===== config.mk =====
export PLATFORM = sky130hd
export DESIGN_NAME = dpfa_ctrl
export DESIGN_NICKNAME = d
export VERILOG_FILES = /design/src/hdl/dpfa_pkg.sv /design/src/hdl/dpfa_ctrl.sv
export SDC_FILE = /design/constraint.sdc
export NUM_CORES = 1
export LEC_CHECK = 0
export ABC_AREA = 1
export BUFFER_PORTS_ARGS = -buffer_cell sky130_fd_sc_hd__buf_2
export CAP_MARGIN = 10
export CORE_MARGIN = 5
export CORE_UTILIZATION = 35
export CTS_BUF_LIST = sky130_fd_sc_hd__clkbuf_8 sky130_fd_sc_hd__clkbuf_16
export CTS_CLUSTER_SIZE = 14
export DETAILED_ROUTE_END_ITERATION = 7
export GPL_ROUTABILITY_DRIVEN = 0
export GPL_TIMING_DRIVEN = 1
export PLACE_DENSITY = 0.79
export SLEW_MARGIN = 30
export SYNTH_ARGS = -nofsm -noshare
export SYNTH_HDL_FRONTEND = slang
export SYNTH_SLANG_ARGS = --single-unit

===== constraint.sdc =====
create_clock -name clock -period 2.8 [get_ports clock]
set_input_delay 0.14 -clock clock [delete_from_list [all_inputs] [get_ports clock]]
set_output_delay 0.14 -clock clock [all_outputs]
set_load 0.01 [all_outputs]

===== src/hdl/dpfa_pkg.sv =====
// ----------------------------------------------------------------------------
// dpfa_pkg
// Shared types and constants of the demand paging frame allocator.
// ----------------------------------------------------------------------------
package dpfa_pkg;

   localparam int PAGE_BYTES  = 4096;
   localparam int MAX_SLOTS   = 16;
   localparam int VIRT_PAGES  = 64;
   localparam int PHYS_FRAMES = 64;

   localparam int PAGE_BITS  = $clog2(PAGE_BYTES);
   localparam int SLOT_BITS  = $clog2(MAX_SLOTS);
   localparam int VPAGE_BITS = $clog2(VIRT_PAGES);
   localparam int FRAME_BITS = $clog2(PHYS_FRAMES);
   localparam int NP_BITS    = VPAGE_BITS + 1;
   localparam int CNT_BITS   = (VPAGE_BITS > FRAME_BITS) ? VPAGE_BITS : FRAME_BITS;
   localparam int SIZE_BITS  = 19;
   localparam int ADDR_BITS  = 18;
   localparam int MEM_DEPTH  = MAX_SLOTS * VIRT_PAGES;
   localparam int MEM_ABITS  = SLOT_BITS + VPAGE_BITS;

   localparam logic [1:0] CMD_CREATE    = 2'd0;
   localparam logic [1:0] CMD_TRANSLATE = 2'd1;
   localparam logic [1:0] CMD_EXIT      = 2'd2;

   typedef enum logic [2:0] {
      ST_OK       = 3'd0,
      ST_BAD_SIZE = 3'd1,
      ST_NO_SPACE = 3'd2,
      ST_NO_SLOT  = 3'd3,
      ST_BAD_PID  = 3'd4,
      ST_OOB      = 3'd5,
      ST_NO_FRAME = 3'd6
   } status_type;

   typedef enum logic [2:0] {
      RK_ERR, RK_CREATE, RK_HIT, RK_MAP, RK_EXIT
   } rsp_kind_type;

   typedef enum logic [2:0] {
      S_IDLE, S_CHECK, S_CLEAR, S_LOOKUP, S_SEARCH, S_FREE_RD, S_FREE_WR
   } state_type;

   typedef struct packed {
      logic [1:0]           cmd;
      logic [3:0]           pid;
      logic [ADDR_BITS-1:0] addr;
      logic [SIZE_BITS-1:0] size;
   } req_type;

   typedef struct packed {
      logic [2:0]           status;
      logic [3:0]           new_pid;
      logic [ADDR_BITS-1:0] phys_addr;
      logic                 faulted;
   } rsp_type;

   typedef struct packed {
      logic         load;
      logic         cnt_clr;
      logic         cnt_inc;
      logic         create_commit;
      logic         clear_wr;
      logic         lookup_rd;
      logic         map;
      logic         free_rd;
      logic         free_wr;
      logic         exit_commit;
      logic         rsp_fire;
      rsp_kind_type rsp_kind;
      status_type   rsp_code;
   } ctl_type;

   typedef struct packed {
      logic [1:0] cmd;
      logic       bad_size;
      logic       no_space;
      logic       no_slot;
      logic       bad_pid;
      logic       oob;
      logic       np_zero;
      logic       present;
      logic       frame_free;
      logic       cnt_last;
      logic       free_last;
   } sts_type;

endpackage


===== src/hdl/dpfa_ctrl.sv =====
// ----------------------------------------------------------------------------
// dpfa_ctrl
// Command sequencer: checks, clearing sweep, frame search and exit scan.
// ----------------------------------------------------------------------------
module dpfa_ctrl (
   input  logic              clock,
   input  logic              reset,
   input  logic              start,
   output logic              busy,
   input  dpfa_pkg::sts_type sts,
   output dpfa_pkg::ctl_type ctl
);
   import dpfa_pkg::*;

   state_type state_ff, state_in;

   always_ff @(posedge clock) begin
      if (reset) begin
         state_ff <= S_IDLE;
      end else begin
         state_ff <= state_in;
      end
   end

   assign busy = (state_ff != S_IDLE);

   always_comb begin
      state_in = state_ff;
      ctl      = '0;
      ctl.rsp_kind = RK_ERR;
      ctl.rsp_code = ST_OK;
      unique case (state_ff)
         S_IDLE: begin
            if (start) begin
               ctl.load = 1'b1;
               state_in = S_CHECK;
            end
         end
         S_CHECK: begin
            priority if (sts.cmd == CMD_CREATE) begin
               priority if (sts.bad_size) begin
                  ctl.rsp_fire = 1'b1; ctl.rsp_code = ST_BAD_SIZE; state_in = S_IDLE;
               end else if (sts.no_space) begin
                  ctl.rsp_fire = 1'b1; ctl.rsp_code = ST_NO_SPACE; state_in = S_IDLE;
               end else if (sts.no_slot) begin
                  ctl.rsp_fire = 1'b1; ctl.rsp_code = ST_NO_SLOT; state_in = S_IDLE;
               end else begin
                  ctl.create_commit = 1'b1;
                  ctl.cnt_clr = 1'b1;
                  state_in = S_CLEAR;
               end
            end else if (sts.cmd == CMD_TRANSLATE) begin
               priority if (sts.bad_pid) begin
                  ctl.rsp_fire = 1'b1; ctl.rsp_code = ST_BAD_PID; state_in = S_IDLE;
               end else if (sts.oob) begin
                  ctl.rsp_fire = 1'b1; ctl.rsp_code = ST_OOB; state_in = S_IDLE;
               end else begin
                  ctl.lookup_rd = 1'b1;
                  state_in = S_LOOKUP;
               end
            end else if (sts.cmd == CMD_EXIT) begin
               priority if (sts.bad_pid) begin
                  ctl.rsp_fire = 1'b1; ctl.rsp_code = ST_BAD_PID; state_in = S_IDLE;
               end else if (sts.np_zero) begin
                  ctl.exit_commit = 1'b1;
                  ctl.rsp_fire = 1'b1; ctl.rsp_kind = RK_EXIT; state_in = S_IDLE;
               end else begin
                  ctl.cnt_clr = 1'b1;
                  state_in = S_FREE_RD;
               end
            end else begin
               ctl.rsp_fire = 1'b1; ctl.rsp_code = ST_BAD_PID; state_in = S_IDLE;
            end
         end
         S_CLEAR: begin
            ctl.clear_wr = 1'b1;
            ctl.cnt_inc  = 1'b1;
            if (sts.cnt_last) begin
               ctl.rsp_fire = 1'b1; ctl.rsp_kind = RK_CREATE; state_in = S_IDLE;
            end
         end
         S_LOOKUP: begin
            if (sts.present) begin
               ctl.rsp_fire = 1'b1; ctl.rsp_kind = RK_HIT; state_in = S_IDLE;
            end else begin
               ctl.cnt_clr = 1'b1;
               state_in = S_SEARCH;
            end
         end
         S_SEARCH: begin
            priority if (sts.frame_free) begin
               ctl.map = 1'b1;
               ctl.rsp_fire = 1'b1; ctl.rsp_kind = RK_MAP; state_in = S_IDLE;
            end else if (sts.cnt_last) begin
               ctl.rsp_fire = 1'b1; ctl.rsp_code = ST_NO_FRAME; state_in = S_IDLE;
            end else begin
               ctl.cnt_inc = 1'b1;
            end
         end
         S_FREE_RD: begin
            ctl.free_rd = 1'b1;
            state_in = S_FREE_WR;
         end
         S_FREE_WR: begin
            ctl.free_wr = 1'b1;
            if (sts.free_last) begin
               ctl.exit_commit = 1'b1;
               ctl.rsp_fire = 1'b1; ctl.rsp_kind = RK_EXIT; state_in = S_IDLE;
            end else begin
               ctl.cnt_inc = 1'b1;
               state_in = S_FREE_RD;
            end
         end
         default: begin
            state_in = S_IDLE;
         end
      endcase
   end

endmodule


==> results.yml <==
global_routing:
  use_met3_pct: 3.68
  grt_pass1_wl_mm: 2.57
  grt_max_degree: 12
  use_met1_pct: 12.9
  grtUsageMet2_pct: 24.6
  top_usage_layer: "met2"
  gr-usage-all-layers_pct: 13.2
  antenna_found_initial: 0
  grt_pass1_vias: 692
  grt.overflow.total: 0
synthesis:
  avgSynthCellArea_um2: 5.36
  yosys_warnings: 0
  synth_area_um2: 526
  synth_mux_area_share_pct: 0
  synth_fp_nets: 113
  synth-simple-area-share_pct: 51.9
  synth_cell_types: 18
  synth_compound_area_share_pct: 13.3
  synth_xor_area_share_pct: 0
  ys_ff_latch: 3
  synthCells: 98
  synthAdderAreaFrac_pct: 0
  ys_seq_area_share_pct: 11.4
  synth_top_family_by_area: "simple AND/OR/NAND/NOR gates"
sta:
  finalClockSkew_ns: 0.00359
  max-slew-margin-rel_pct: 62.0
  finalSetupViolCount: 0
  finalHoldViolCount: 0
  worst_pin_slew_ns: 0.570
  post-route-period-util_pct: 58.7
  fmax_mhz: 608
  rsz0062_at_grt: "no"
  hold_slack_ns: 0.0923
  finalMaxSlewViolations: 0
  fin_crit_ns: 1.64
  tns_ns: 0
cells_and_area:
  antenna_cells: 0
  largest_register_ffs: 3
  drive_gt1_share_pct: 31.3
  top_regs: "state_ff (3)"
  fin_util_pct: 49.0
  nets: 147
  regMostFlops: "state_ff"
  layout_common_cells: "buf_2 (32), inv_1 (22), nand2_1 (21)"
  final_common_cell: "buf_2"
  syn2layout_area_growth_pct: 37.1
die:
  core_mm2: 0.00147
  initial_core_util_pct: 35.7
  rows: 14
  die_x_um: 48.8
  die-area_mm2: 0.00238
  ios: 33
  die_h_um: 48.8
power:
  switching_share_pct: 31.1
  comb_power_share_pct: 26.6
  power_switching_mw: 0.0740
  p_seq_share_pct: 21.5
  leakagePower_nw: 0.471
  p_per_area_mw_per_mm2: 330
  p_clk_share_pct: 51.9
  p_int_mw: 0.164
  irDropWorstVdd_mv: 0.123
placed_design:
  portBuffers: 32
  hpwl_mm: 1.24
clocking:
  cts_tree: "built"
  clockBufferDepth: 2
  clk_latency_ns: 0.22
  post_cts_buffers: 0
  cts-root-buf: "clkbuf_8"
  post_cts_resized: 0
  clk_pin_slew_ns: 0.03
  numCtsBuffers: 3
  cts_max_level: 1
  hold_buffers: 0
  clock-sinks: 3
outcome:
  status: "finished, final reports clean"
worst_setup_path:
  end_kind: "output port"
  crit_arrival_ns: 1.50
  critical_path_class: "reg -> out"
  crit_fanout: 8
  r2r_slack_ns: 1.52
  crit_path_start_kind: "register"
  r2r_cells: 5
  critPathRequiredTime_ns: 2.66
hold_path:
  hold_path.class: "in -> reg"
  whs_path_depth: 2
drt:
  drt_iter0_drc: 23
  drc: 0
  routedWlPerCell_um: 10.3
  antenna_left: 0
  via_per_inst: 4.84
  num_vias: 711
  wl_mm: 1.51
  drtPass1Iterations: 6
job:
  cap_violations: 0
power by group through the flow:
stage	logic [mW]	clock network, mW	registers, mW
final	0.0634	0.124	0.0511
after global routing	0.0715	0.133	0.0516
after CTS	0.0636	0.125	0.0510
after detailed placement	0.0635	0	0.0515
after global placement	0.0619	0	0.0510
after floorplan	0.0462	0	0.0463
final timing paths:
kind                     from           to
setup reg to reg  state_ff[2]  state_ff[2]
setup / recovery  state_ff[0]       ctl[1]
hold / removal          reset  state_ff[2]
hold reg to reg   state_ff[0]  state_ff[0]
Yosys cell counts (all sizes together):
library cell	instances	area, µm²
dfxtp	3	60.1
o31ai	1	7.51
a21oi	3	15.0
nand4	1	6.26
nand3b	3	22.5
o22ai	2	12.5
inv	24	92.6
o21ai	7	35.0
nor3	4	42.5
buf	3	30.0
nor2	16	60.1
nand3	10	62.6
nand2	21	78.8
stage by stage:
stage / total power [mW] / area, µm² / setup slack [ns] / instances
after floorplan: 0.0926 / 526 / 1.57 / 98
after global placement: 0.113 / 676 / 1.43 / 143
after detailed placement: 0.115 / 676 / 1.40 / 143
after CTS: 0.240 / 721 / 1.15 / 147
after global routing: 0.256 / 721 / 1.03 / 147
final: 0.238 / 721 / 1.16 / 147
worst max-delay path, stage by stage, from the launching register on:
cell	delay [ns]
dfxtp_1	0.54
inv_4	0.08
nor3_4	0.24
inv_2	0.07
o31ai_1	0.18
buf_2	0.17
cells by family (layout without fill, tap and decap cells):
kind of cell / Yosys count / after routing
flip-flops: 3 / 3
AND/OR/NAND/NOR: 55 / 55
buffers and inverters: 27 / 60
AO/OA/AOI/OAI: 13 / 13
metal layers:
metal / part of all wire (%) / vias up
met3: 8.2 / 4
met4: 1.9 / 0
met1: 39 / 305
met5: 0 / -
li1: - / 370
met2: 51 / 32
layout make-up:
class / instances / area, µm²
fill: 164 / 751
multi-input combinational: 68 / 343
timing repair buffer: 32 / 160
inverter: 24 / 92.6
sequential: 3 / 60.1
clock buffer: 3 / 41.3
tap: 16 / 20.0
clock inverter: 1 / 3.75
(Power assumes the default switching activity.)
